## src/grid_maze_path_search_top_macros.svh

```systemverilog
// Assertion macros for the maze search block.
// Included by grid_maze_path_search_top; expects i_clk and i_rst_n in scope.
`ifndef GRID_MAZE_PATH_SEARCH_TOP_MACROS_SVH
`define GRID_MAZE_PATH_SEARCH_TOP_MACROS_SVH

// Condition must hold at every clock edge outside reset
`define GMPS_ASSERT_ALWAYS(lbl, cond) \
    lbl: assert property (@(posedge i_clk) disable iff (!i_rst_n) (cond)) \
        else $error("gmps: invariant violated");

// Antecedent implies consequent in the same cycle
`define GMPS_ASSERT_IMPL(lbl, ante, cons) \
    lbl: assert property (@(posedge i_clk) disable iff (!i_rst_n) (ante) |-> (cons)) \
        else $error("gmps: same-cycle implication violated");

// Antecedent implies consequent in the next cycle
`define GMPS_ASSERT_NEXT(lbl, ante, cons) \
    lbl: assert property (@(posedge i_clk) disable iff (!i_rst_n) (ante) |=> (cons)) \
        else $error("gmps: next-cycle implication violated");

`endif

```

## src/gmps_pkg.sv

```systemverilog
// Package for the maze search block: step codes, branch conditions,
// control word layout and the microprogram ROM. No dependencies.
package gmps_pkg;

    localparam int CFG_W = 4;

    // Configuration register indexes
    localparam logic [1:0] REG_START_ROW = 2'd0;
    localparam logic [1:0] REG_START_COL = 2'd1;
    localparam logic [1:0] REG_END_ROW   = 2'd2;
    localparam logic [1:0] REG_END_COL   = 2'd3;

    // Neighbour directions, tried in this order; DIR_DONE means all tried
    localparam logic [2:0] DIR_SOUTH = 3'd0;
    localparam logic [2:0] DIR_WEST  = 3'd1;
    localparam logic [2:0] DIR_NORTH = 3'd2;
    localparam logic [2:0] DIR_EAST  = 3'd3;
    localparam logic [2:0] DIR_DONE  = 3'd4;

    // Microprogram steps
    typedef enum logic [3:0] {
        ST_LOAD,
        ST_TRIV,
        ST_CLR,
        ST_INIT,
        ST_EXPAND,
        ST_TEST,
        ST_POP,
        ST_RESTORE,
        ST_OUT
    } t_step;

    // Branch conditions
    typedef enum logic [3:0] {
        C_NEVER,
        C_LAST_ACC,
        C_START_EQ,
        C_START_OUT,
        C_CLR_DONE,
        C_DIR_DONE,
        C_NO_NB,
        C_HIT,
        C_STACK_LAST,
        C_OUT_ACC
    } t_cond;

    // One control word: datapath strobes, two prioritised branches, fall-through
    typedef struct packed {
        logic  in_ready;
        logic  out_valid;
        logic  ld;
        logic  triv;
        logic  clr;
        logic  init;
        logic  tryn;
        logic  test;
        logic  pop;
        logic  restore;
        t_cond cond_a;
        t_step jump_a;
        t_cond cond_b;
        t_step jump_b;
        t_step seq;
    } t_uword;

    // Microprogram ROM
    function automatic t_uword ucode(t_step s);
        t_uword w;
        w        = '0;
        w.cond_a = C_NEVER;
        w.jump_a = ST_LOAD;
        w.cond_b = C_NEVER;
        w.jump_b = ST_LOAD;
        w.seq    = ST_LOAD;
        unique case (s)
            ST_LOAD: begin
                w.in_ready = 1'b1;
                w.ld       = 1'b1;
                w.cond_a   = C_LAST_ACC;
                w.jump_a   = ST_TRIV;
                w.seq      = ST_LOAD;
            end
            ST_TRIV: begin
                w.triv   = 1'b1;
                w.cond_a = C_START_EQ;
                w.jump_a = ST_OUT;
                w.cond_b = C_START_OUT;
                w.jump_b = ST_OUT;
                w.seq    = ST_CLR;
            end
            ST_CLR: begin
                w.clr    = 1'b1;
                w.cond_a = C_CLR_DONE;
                w.jump_a = ST_INIT;
                w.seq    = ST_CLR;
            end
            ST_INIT: begin
                w.init = 1'b1;
                w.seq  = ST_EXPAND;
            end
            ST_EXPAND: begin
                w.tryn   = 1'b1;
                w.cond_a = C_DIR_DONE;
                w.jump_a = ST_POP;
                w.cond_b = C_NO_NB;
                w.jump_b = ST_EXPAND;
                w.seq    = ST_TEST;
            end
            ST_TEST: begin
                w.test   = 1'b1;
                w.cond_a = C_HIT;
                w.jump_a = ST_OUT;
                w.seq    = ST_EXPAND;
            end
            ST_POP: begin
                w.pop    = 1'b1;
                w.cond_a = C_STACK_LAST;
                w.jump_a = ST_OUT;
                w.seq    = ST_RESTORE;
            end
            ST_RESTORE: begin
                w.restore = 1'b1;
                w.seq     = ST_EXPAND;
            end
            ST_OUT: begin
                w.out_valid = 1'b1;
                w.cond_a    = C_OUT_ACC;
                w.jump_a    = ST_LOAD;
                w.seq       = ST_OUT;
            end
            default: begin
                w.seq = ST_LOAD;
            end
        endcase
        return w;
    endfunction

endpackage

```

## src/grid_maze_path_search_top.sv

```systemverilog
// Maze reachability search: microcoded sequencer, grid/visited/stack memories.
// Depends on gmps_pkg and grid_maze_path_search_top_macros.svh.
`include "grid_maze_path_search_top_macros.svh"

// The grid arrives one cell per transaction in row-major order, one per
// cycle; the cell flagged last starts a depth-first search from the start
// cell to the end cell (neighbours tried south, west, north, east; cells off
// the grid count as walls) and one transaction returns path_found. Start
// equal to end, or a start off the grid, is answered without a search.
// Otherwise a clearing pass sweeps all 2**(clog2(ROWS)+clog2(COLS)) entries
// of the visited map (256 at 16x16), then each neighbour try is a fetch and
// a test step (the fetch alone if it lies off the grid) and each backtrack
// is an exhausted check, a pop and a restore; the grid, visited and stack
// memories have registered reads, one lookup each per step. No new cell is
// taken until the result has been accepted.
module grid_maze_path_search_top #(
    parameter int ROWS = 16,
    parameter int COLS = 16
) (
    input  logic                      i_clk,
    input  logic                      i_rst_n,
    input  logic                      i_in_valid,
    output logic                      o_in_ready,
    input  logic                      i_cell_open,
    input  logic                      i_last_cell,
    output logic                      o_out_valid,
    input  logic                      i_out_ready,
    output logic                      o_path_found,
    input  logic                      i_cfg_wr_en,
    input  logic [1:0]                i_cfg_addr,
    input  logic [gmps_pkg::CFG_W-1:0] i_cfg_wdata
);
    import gmps_pkg::*;

    localparam int RW     = $clog2(ROWS);
    localparam int CW     = $clog2(COLS);
    localparam int AW     = RW + CW;
    localparam int SPW    = AW + 1;
    localparam int DEPTH  = 1 << AW;
    localparam int NCELLS = ROWS * COLS;

    // Configuration
    logic [CFG_W-1:0] r_start_row, r_start_col, r_end_row, r_end_col;

    // Sequencer
    t_step   r_step, n_step;
    t_uword  uw;
    logic [15:0] cond_vec;

    // Datapath registers
    logic [RW-1:0]   r_ld_row;
    logic [CW-1:0]   r_ld_col;
    logic [AW-1:0]   r_clr;
    logic [AW-1:0]   r_cur;
    logic [2:0]      r_dir;
    logic [AW-1:0]   r_nb;
    logic [SPW-1:0]  r_sp;
    logic            r_result;

    // Memories
    logic            grid_mem [DEPTH];
    logic            vis_mem  [DEPTH];
    logic [AW+2:0]   stk_mem  [DEPTH];
    logic            r_grid_q;
    logic            r_vis_q;
    logic [AW+2:0]   r_stk_q;

    // Combinational helpers
    logic            in_acc, out_acc;
    logic            start_eq, start_in, end_in;
    logic [AW-1:0]   start_addr, end_addr;
    logic [RW-1:0]   cur_row, nb_row;
    logic [CW-1:0]   cur_col, nb_col;
    logic            nb_ok;
    logic [AW-1:0]   nb_addr;
    logic            open_new, nb_is_end, hit, can_push;
    logic            vis_we, vis_wd;
    logic [AW-1:0]   vis_wa;
    logic            stk_we;
    logic [SPW-1:0]  sp_m1, sp_m2;

    assign uw = ucode(r_step);

    assign in_acc  = i_in_valid & o_in_ready;
    assign out_acc = o_out_valid & i_out_ready;

    // Start / end cell decode; out-of-grid end can never be entered
    assign start_eq   = (r_start_row == r_end_row) && (r_start_col == r_end_col);
    assign start_in   = (32'(r_start_row) < ROWS) && (32'(r_start_col) < COLS);
    assign end_in     = (32'(r_end_row) < ROWS) && (32'(r_end_col) < COLS);
    assign start_addr = {RW'(r_start_row), CW'(r_start_col)};
    assign end_addr   = {RW'(r_end_row), CW'(r_end_col)};

    // Neighbour of the current cell in the current direction
    assign cur_row = r_cur[AW-1:CW];
    assign cur_col = r_cur[CW-1:0];

    always_comb begin
        nb_row = cur_row;
        nb_col = cur_col;
        nb_ok  = 1'b0;
        case (r_dir)
            DIR_SOUTH: begin
                nb_ok  = (cur_row != RW'(ROWS - 1));
                nb_row = cur_row + RW'(1);
            end
            DIR_WEST: begin
                nb_ok  = (cur_col != '0);
                nb_col = cur_col - CW'(1);
            end
            DIR_NORTH: begin
                nb_ok  = (cur_row != '0);
                nb_row = cur_row - RW'(1);
            end
            DIR_EAST: begin
                nb_ok  = (cur_col != CW'(COLS - 1));
                nb_col = cur_col + CW'(1);
            end
            default: begin
                nb_ok = 1'b0;
            end
        endcase
    end

    assign nb_addr = {nb_row, nb_col};

    // Test of the fetched neighbour
    assign open_new  = r_grid_q & ~r_vis_q;
    assign nb_is_end = end_in & (r_nb == end_addr);
    assign hit       = open_new & nb_is_end;
    assign can_push  = r_sp < SPW'(NCELLS);

    assign sp_m1 = r_sp - SPW'(1);
    assign sp_m2 = r_sp - SPW'(2);

    // Branch conditions, indexed by condition code
    always_comb begin
        cond_vec               = '0;
        cond_vec[C_LAST_ACC]   = in_acc & i_last_cell;
        cond_vec[C_START_EQ]   = start_eq;
        cond_vec[C_START_OUT]  = ~start_in;
        cond_vec[C_CLR_DONE]   = &r_clr;
        cond_vec[C_DIR_DONE]   = r_dir[2];
        cond_vec[C_NO_NB]      = ~nb_ok;
        cond_vec[C_HIT]        = hit;
        cond_vec[C_STACK_LAST] = (r_sp == SPW'(1));
        cond_vec[C_OUT_ACC]    = out_acc;
    end

    // Next step and handshake outputs
    always_comb begin
        if (cond_vec[uw.cond_a]) begin
            n_step = uw.jump_a;
        end else if (cond_vec[uw.cond_b]) begin
            n_step = uw.jump_b;
        end else begin
            n_step = uw.seq;
        end
    end

    assign o_in_ready   = uw.in_ready;
    assign o_out_valid  = uw.out_valid;
    assign o_path_found = r_result;

    always_ff @(posedge i_clk) begin
        if (!i_rst_n) begin
            r_step <= ST_LOAD;
        end else begin
            r_step <= n_step;
        end
    end

    // Configuration writes
    always_ff @(posedge i_clk) begin
        if (!i_rst_n) begin
            r_start_row <= '0;
            r_start_col <= '0;
            r_end_row   <= '0;
            r_end_col   <= '0;
        end else if (i_cfg_wr_en) begin
            unique case (i_cfg_addr)
                REG_START_ROW: r_start_row <= i_cfg_wdata;
                REG_START_COL: r_start_col <= i_cfg_wdata;
                REG_END_ROW:   r_end_row   <= i_cfg_wdata;
                REG_END_COL:   r_end_col   <= i_cfg_wdata;
                default: begin
                end
            endcase
        end
    end

    // Load position, wraps at the grid size and restarts after the last cell
    always_ff @(posedge i_clk) begin
        if (!i_rst_n) begin
            r_ld_row <= '0;
            r_ld_col <= '0;
        end else if (uw.ld && in_acc) begin
            if (i_last_cell) begin
                r_ld_row <= '0;
                r_ld_col <= '0;
            end else if (r_ld_col == CW'(COLS - 1)) begin
                r_ld_col <= '0;
                r_ld_row <= (r_ld_row == RW'(ROWS - 1)) ? '0 : r_ld_row + RW'(1);
            end else begin
                r_ld_col <= r_ld_col + CW'(1);
            end
        end
    end

    // Clearing sweep counter
    always_ff @(posedge i_clk) begin
        if (!i_rst_n) begin
            r_clr <= '0;
        end else if (uw.clr) begin
            r_clr <= r_clr + AW'(1);
        end
    end

    // Stack pointer
    always_ff @(posedge i_clk) begin
        if (!i_rst_n) begin
            r_sp <= '0;
        end else if (uw.init) begin
            r_sp <= SPW'(1);
        end else if (uw.test && open_new && !nb_is_end && can_push) begin
            r_sp <= r_sp + SPW'(1);
        end else if (uw.pop) begin
            r_sp <= sp_m1;
        end
    end

    // Current cell, direction, fetched neighbour and result
    always_ff @(posedge i_clk) begin
        if (uw.triv) begin
            r_result <= start_eq;
        end
        if (uw.init) begin
            r_cur    <= start_addr;
            r_dir    <= DIR_SOUTH;
            r_result <= 1'b0;
        end
        if (uw.tryn && !r_dir[2]) begin
            r_dir <= r_dir + 3'd1;
            r_nb  <= nb_addr;
        end
        if (uw.test) begin
            if (hit) begin
                r_result <= 1'b1;
            end else if (open_new && can_push) begin
                r_cur <= r_nb;
                r_dir <= DIR_SOUTH;
            end
        end
        if (uw.restore) begin
            r_cur <= r_stk_q[AW+2:3];
            r_dir <= r_stk_q[2:0];
        end
    end

    // Grid store: written during load, read at the neighbour address
    always_ff @(posedge i_clk) begin
        if (uw.ld && in_acc) begin
            grid_mem[{r_ld_row, r_ld_col}] <= i_cell_open;
        end
        r_grid_q <= grid_mem[nb_addr];
    end

    // Visited map write source: sweep, start cell, or newly entered cell
    always_comb begin
        vis_we = 1'b0;
        vis_wa = r_clr;
        vis_wd = 1'b0;
        if (uw.clr) begin
            vis_we = 1'b1;
        end else if (uw.init) begin
            vis_we = 1'b1;
            vis_wa = start_addr;
            vis_wd = 1'b1;
        end else if (uw.test && open_new && !nb_is_end) begin
            vis_we = 1'b1;
            vis_wa = r_nb;
            vis_wd = 1'b1;
        end
    end

    always_ff @(posedge i_clk) begin
        if (vis_we) begin
            vis_mem[vis_wa] <= vis_wd;
        end
        r_vis_q <= vis_mem[nb_addr];
    end

    // Search stack: entries below the top, which lives in r_cur/r_dir
    assign stk_we = uw.test & open_new & ~nb_is_end & can_push;

    always_ff @(posedge i_clk) begin
        if (stk_we) begin
            stk_mem[sp_m1[AW-1:0]] <= {r_cur, r_dir};
        end
        r_stk_q <= stk_mem[sp_m2[AW-1:0]];
    end

    // Checks
    `GMPS_ASSERT_ALWAYS(a_sp_bound, r_sp <= SPW'(NCELLS))
    `GMPS_ASSERT_IMPL(a_no_overlap, o_out_valid, !o_in_ready)
    `GMPS_ASSERT_IMPL(a_stack_live, r_step == ST_EXPAND || r_step == ST_TEST, r_sp != '0)
    `GMPS_ASSERT_NEXT(a_back_to_load, o_out_valid && i_out_ready, o_in_ready && !o_out_valid)

endmodule

```

## config.mk

```make
export PLATFORM = sky130hd
export DESIGN_NAME = grid_maze_path_search_top
export DESIGN_NICKNAME = d
export VERILOG_FILES = /design/src/gmps_pkg.sv /design/src/grid_maze_path_search_top.sv
export VERILOG_INCLUDE_DIRS = /design/src /design/src/src
export SDC_FILE = /design/constraint.sdc
export NUM_CORES = 2
export LEC_CHECK = 0
export BUFFER_PORTS_ARGS = -buffer_cell sky130_fd_sc_hd__clkbuf_2
export CAP_MARGIN = 20
export CORE_MARGIN = 2
export CORE_UTILIZATION = 45
export CTS_CLUSTER_DIAMETER = 200
export DETAILED_ROUTE_END_ITERATION = 12
export SETUP_SLACK_MARGIN = 0.3
export SYNTH_ARGS = -nofsm -noshare
export SYNTH_HDL_FRONTEND = slang
export SYNTH_SLANG_ARGS = --single-unit
```

## constraint.sdc

```tcl
create_clock -name i_clk -period 15 [get_ports i_clk]
set_input_delay 1.5 -clock i_clk [delete_from_list [all_inputs] [get_ports i_clk]]
set_output_delay 1.5 -clock i_clk [all_outputs]
set_load 0.02 [all_outputs]
```

# Word-level counts from Yosys, hierarchy flattened
# Memory sizes are Yosys's and may differ from the RTL's. A register that Yosys moved wholly into a read port is not among the register bits.
# Cells that the tools add are included.
# classes
addsub,11
n_mul,0
n_div,0
order_cmp,3
n_eq_ne,22
shift,0
mux,57
bitwise,12
n_reduce_logical,26
# ops
cell,count
8-bit two-way mux,8
8-bit case mux with 7 select lines,1
4-bit two-way mux,7
1-bit two-way mux,26
4-bit case mux with 5 select lines,1
3-bit two-way mux,6
9-bit two-way mux,2
4-bit by 1-bit adder with 4-bit output (second input constant),4
4-bit by 3-bit equality test with 1-bit output (second input constant),4
4-bit case mux with 2 select lines,2
7-bit case mux with 2 select lines,1
4-bit equality test (second input constant),3
4-bit by 5-bit less-than comparator with 1-bit output (second input constant),2
2-bit AND reduction,5
9-bit by 1-bit adder with 9-bit output (second input constant),1
9-bit by 1-bit equality test with 1-bit output (second input constant),1
9-bit less-than comparator (second input constant),1
9-bit by 1-bit subtractor with 9-bit output (second input constant),1
8-bit by 1-bit adder with 8-bit output (second input constant),1
1-bit AND,8
1-bit binary-select mux with 4-bit select,2
4-bit by 2-bit equality test with 1-bit output (second input constant),2
4-bit equality test,2
8-bit equality test,1
other kinds (22),39
# totals
reg_bits,65
latchBits,0
mem_bits_rw,3328
rom_bits,0
inputBits,13
out_inout_bits,3
elab_cells,148
mem_count,3
# mem_list
name,words,word_bits,rd,rd_ports_with_merged_regs,wr,line,rtl
stk_mem,256,11,1,1,1,grid_maze_path_search_top.sv:63,logic [AW+2:0] stk_mem [DEPTH];
grid_mem,256,1,1,1,1,grid_maze_path_search_top.sv:61,logic grid_mem [DEPTH];
vis_mem,256,1,1,1,1,grid_maze_path_search_top.sv:62,logic vis_mem [DEPTH];

# Logic depth before layout (Yosys ltp)
# depth
word_depth,9
ltp_mapped,17
mapped_depth_nobuf,13

# Worst setup path after synthesis
# No wires, ideal clock.
# synth_path
path_kind,register -> register
start,register r_cur[0]
end,"register r_grid_q, read port of grid_mem"
setup_ns,0.127
arrival_time_ns,7.124
required_time_ns,14.873
setup_slack_ns,7.749
path_stages_with_launch,17
n_path_buf,8
period_less_slack_ns,7.251
path_cell_list,dfxtp_1 buf_2 inv_1 buf_2 clkbuf_1 clkbuf_1 fa_1 buf_2 buf_2 buf_2 buf_2 mux2i_1 a211oi_1 o41ai_1 o221ai_1 nor4_1 nor4_1
# synth_between
elab_chain_cells,2
# synth_rtl
item,line,rtl
"start, declared",grid_maze_path_search_top.sv:54,logic [AW-1:0] r_cur;
"start signal, assigned",grid_maze_path_search_top.sv:238,r_cur <= start_addr;
"start signal, assigned",grid_maze_path_search_top.sv:250,r_cur <= r_nb;
"start signal, assigned",grid_maze_path_search_top.sv:255,r_cur <= r_stk_q[AW+2:3];
4-bit by 1-bit adder with 4-bit output / 4-bit by 1-bit subtractor with 4-bit output (equally long branches),"grid_maze_path_search_top.sv:117, grid_maze_path_search_top.sv:109",
4-bit case mux with 2 select lines *,grid_maze_path_search_top.sv:102,case (r_dir)
"end, declared",grid_maze_path_search_top.sv:64,logic r_grid_q;
# Every way passes the cells marked *; elsewhere a longest branch is shown, timed or not.
# A chain may end at the register's enable or synchronous reset.

# Worst setup path after layout
# layout_path
start,register r_dir[2]
end,"register r_grid_q, read port of grid_mem"
# layout_between
elab_chain_cells,2
# layout_rtl
item,line,rtl
"start, declared",grid_maze_path_search_top.sv:55,logic [2:0] r_dir;
"start signal, assigned",grid_maze_path_search_top.sv:243,r_dir <= r_dir + 3'd1;
"start signal, assigned",grid_maze_path_search_top.sv:256,r_dir <= r_stk_q[2:0];
3-bit by 2-bit equality test with 1-bit output (tied with other cells),grid_maze_path_search_top.sv:102,
4-bit case mux with 2 select lines,grid_maze_path_search_top.sv:102,
# Parallel ways exist; a longest one is shown, timed or not.

==> flow_summary.yaml <==
yosys:
  seq_area_frac_synth_pct: 73.12
  synth.most_common_cell: "edfxtp_1"
  ys_ff_latch: 3406
  netlist_top_cells_count: "3,336 x edfxtp_1, 903 x mux4_2, 866 x nor2_1"
  synth-warning-count: 0
  yosysTopAreaCellShare_pct: 72.11
  synth_ff_type: "edfxtp_1"
  synth_edf_count: 3336
  post_synth_main_area_contributors: "edfxtp_1 72%, mux4_2 15%, nor2_1 2.3%"
  synthesis.nets: 7317
  synthDistinctLibCells: 87
  yosysTopAreaCell: "edfxtp_1"
  async_reset_ff_share_pct: 0
  synthCells: 7273
  syn_area_sq_mm: 0.1389
  syn_avg_cell_area_sq_um: 19.10
route:
  via_per_inst: 6.094
  num_vias: 72660
  drtAntennaViolNets: 0
  drtIter0Drc: 8640
  wl_um: 357700
  drc: 0
  drt-pass1-iter-count: 6
  avgRoutedWirePerCell_um: 30.00
timing:
  timing.hold.ws_ns: 0.5535
  slew_viol_final: 0
  min_period_ns: 6.258
  finalCritPeriodShare_pct: 41.72
  fmax_mhz: 159.8
  slew_headroom_pct: 5.645
  worstMarginPinSlew_ns: 1.415
  rsz0062_at_grt: "no"
  fin_tns_setup_ns: 0
  finalWorstSetupSlack_ns: 8.742
  setup_viol: 0
  fin_skew_ns: 0.06768
  final_hold_viol_count: 0
worst_setup_path:
  r2r-start: "r_dir[2]"
  startpoint_type: "flip-flop"
  path_class: "reg -> reg"
  arrival_ns: 7.07
  reg2reg_depth: 12
  crit_path_end_kind: "flip-flop"
  worst-path-max-fanout: 67
  r2r_end: "r_grid_q"
  rrSetupSlack_ns: 8.74
  crit_required_ns: 15.81
global_route:
  grt_overflow: 0
  grt.total_usage_pct: 22.47
  antenna_found_initial: 12
  grt_max_degree: 258
  grt_pass1_wl_um: 517500
  grt_pass1_vias: 72585
min_path:
  holdPathEnd: "r_start_row[1]"
  hold_depth: 2
  min_from: "r_start_row[1]"
  hold_path.class: "reg -> reg"
run:
  drv_cap: 0
pwr:
  vdd_ir_drop_max_mv: 0.2045
  p_leak_nw: 47.17
  p_per_area_mw_per_mm2: 160.3
die:
  die_x_um: 559.6
  core_area_sq_mm: 0.3081
  dieArea_sq_mm: 0.3132
  die_h_um: 559.6
  start_util_pct: 45.09
  rows: 204
  ios: 16
finish:
  syn_to_final_growth_pct: 12.81
  design_area_sq_mm: 0.1567
  final_util_pct: 50.87
  drive_above_1_share_pct: 24.70
  multiInputGateArea_sq_mm: 0.03520
  seq_area_sq_mm: 0.1016
  n_fill_cell: 24681
  final_nets: 7550
place:
  detailedPlace.worstSlack_ns: 8.870
  gp_congestion: 0.8642
  place_hpwl_um: 210500
  placed_area_sq_mm: 0.1445
  io_buffers: 15
cts:
  postCtsSetupRepairBufs: 0
  clk_pin_slew_ns: 0.07
  cts_resized: 0
  cts_tree: "built"
  clock-root-buffer: "clkbuf_16"
  cts.sink_count: 3406
  cts_buffer_depth: 4
  htreeDepth: 5
  clk_latency_ns: 0.93
  cts-buffers-inserted: 355
  hold_buffers: 0
status:
  status: "completed"
-- worst max path at each step --
stage                        start        to  slack (ns)
after floorplan           r_cur[0]  r_grid_q        7.75
after global placement    r_dir[2]  r_grid_q        9.02
after detailed placement  r_dir[2]   r_vis_q        8.87
after CTS                 r_dir[2]   r_vis_q        8.85
after global routing      r_dir[2]  r_grid_q        8.40
final                     r_dir[2]  r_grid_q        8.74
-- logic make-up after synthesis --
| kind of cell | synth area share, % |
|---|---|
| DFF | 73.12 |
| and+or+nand+nor | 4.364 |
| muxes | 16.97 |
| AOI/OAI and AO/OA | 3.278 |
| buffers and inverters | 1.717 |
| xor gates and xnor gates | 0.2648 |
| adders and majority gates | 0.2900 |
-- flip-flops by register name (all words and copies together), names as in the netlist --
| name | flops |
|---|---|
| vis_mem | 256 |
| r_clr | 8 |
| r_grid_q | 1 |
| r_vis_q | 1 |
| r_cur | 8 |
| grid_mem | 256 |
| r_stk_q | 11 |
| r_ld_col | 4 |
| r_nb | 8 |
| stk_mem | 2816 |
| r_ld_row | 4 |
| o_path_found | 1 |
| r_dir | 3 |
| r_start_row | 4 |
| r_start_col | 4 |
| r_end_row | 4 |
| r_end_col | 4 |
| r_sp | 9 |
| r_step | 4 |
-- where the power goes --
| group | total [mW] | switching, mW | internal [mW] |
|---|---|---|---|
| sequential | 11.5 | 0.226 | 11.3 |
| clock | 8.74 | 3.68 | 5.06 |
| combinational | 4.83 | 3.33 | 1.50 |
-- worst max-delay path, stage by stage (launching register included) --
cell     delay, ns
dfxtp_4       0.84
inv_1         0.21
ha_1          0.33
fa_4          1.19
buf_4         0.76
inv_1         0.42
o21ai_4       0.14
buf_4         0.62
o22ai_1       0.20
or3_1         0.41
a41oi_1       0.39
nor4_1        0.12
nor4_1        0.31
-- cell usage in the layout (no fill, tap or decap), drive strengths merged, types with 51 or more instances in the layout --
| master | synthesis | routed |
|---|---|---|
| edfxtp | 3336 | 3336 |
| mux4 | 903 | 903 |
| nor2 | 869 | 869 |
| clkbuf | 229 | 469 |
| buf | 259 | 349 |
| mux2i | 264 | 264 |
| o22ai | 187 | 187 |
| nand2 | 157 | 157 |
| clkinv | 1 | 139 |
| a21oi | 110 | 110 |
| a211oi | 101 | 101 |
| nor3 | 84 | 84 |
| nor2b | 82 | 82 |
| dfxtp | 70 | 70 |
| o21ai | 69 | 69 |
| o221ai | 62 | 62 |
| mux2 | 52 | 52 |
| nand3 | 51 | 51 |
-- cell type report --
class                           instances  area share (%)
Tap cell                             4120           3.289
Timing Repair Buffer                  364           1.978
Sequential cell                      3406           64.85
Clock buffer                          454           6.126
Inverter                               29         0.06946
Antenna cell                            1        0.001597
Clock inverter                        199           1.229
Multi-Input combinational cell       3350           22.46
-- routing by layer --
layer	track usage, %	part of all wire [%]	vias to the layer above
li1	-	-	30254
met5	0	0.0095	-
met2	36.41	48	3080
met1	31.54	41	38682
met3	3.630	7.7	638
met4	6.626	3.0	6
-- through the flow --
step	total power, mW	cells
after global routing	25.92	11923
after floorplan	14.92	7273
after detailed placement	16.50	11207
final	25.12	11923
after global placement	16.38	11161
after CTS	25.19	11860
No activity file was read; power rests on OpenSTA's default activity.
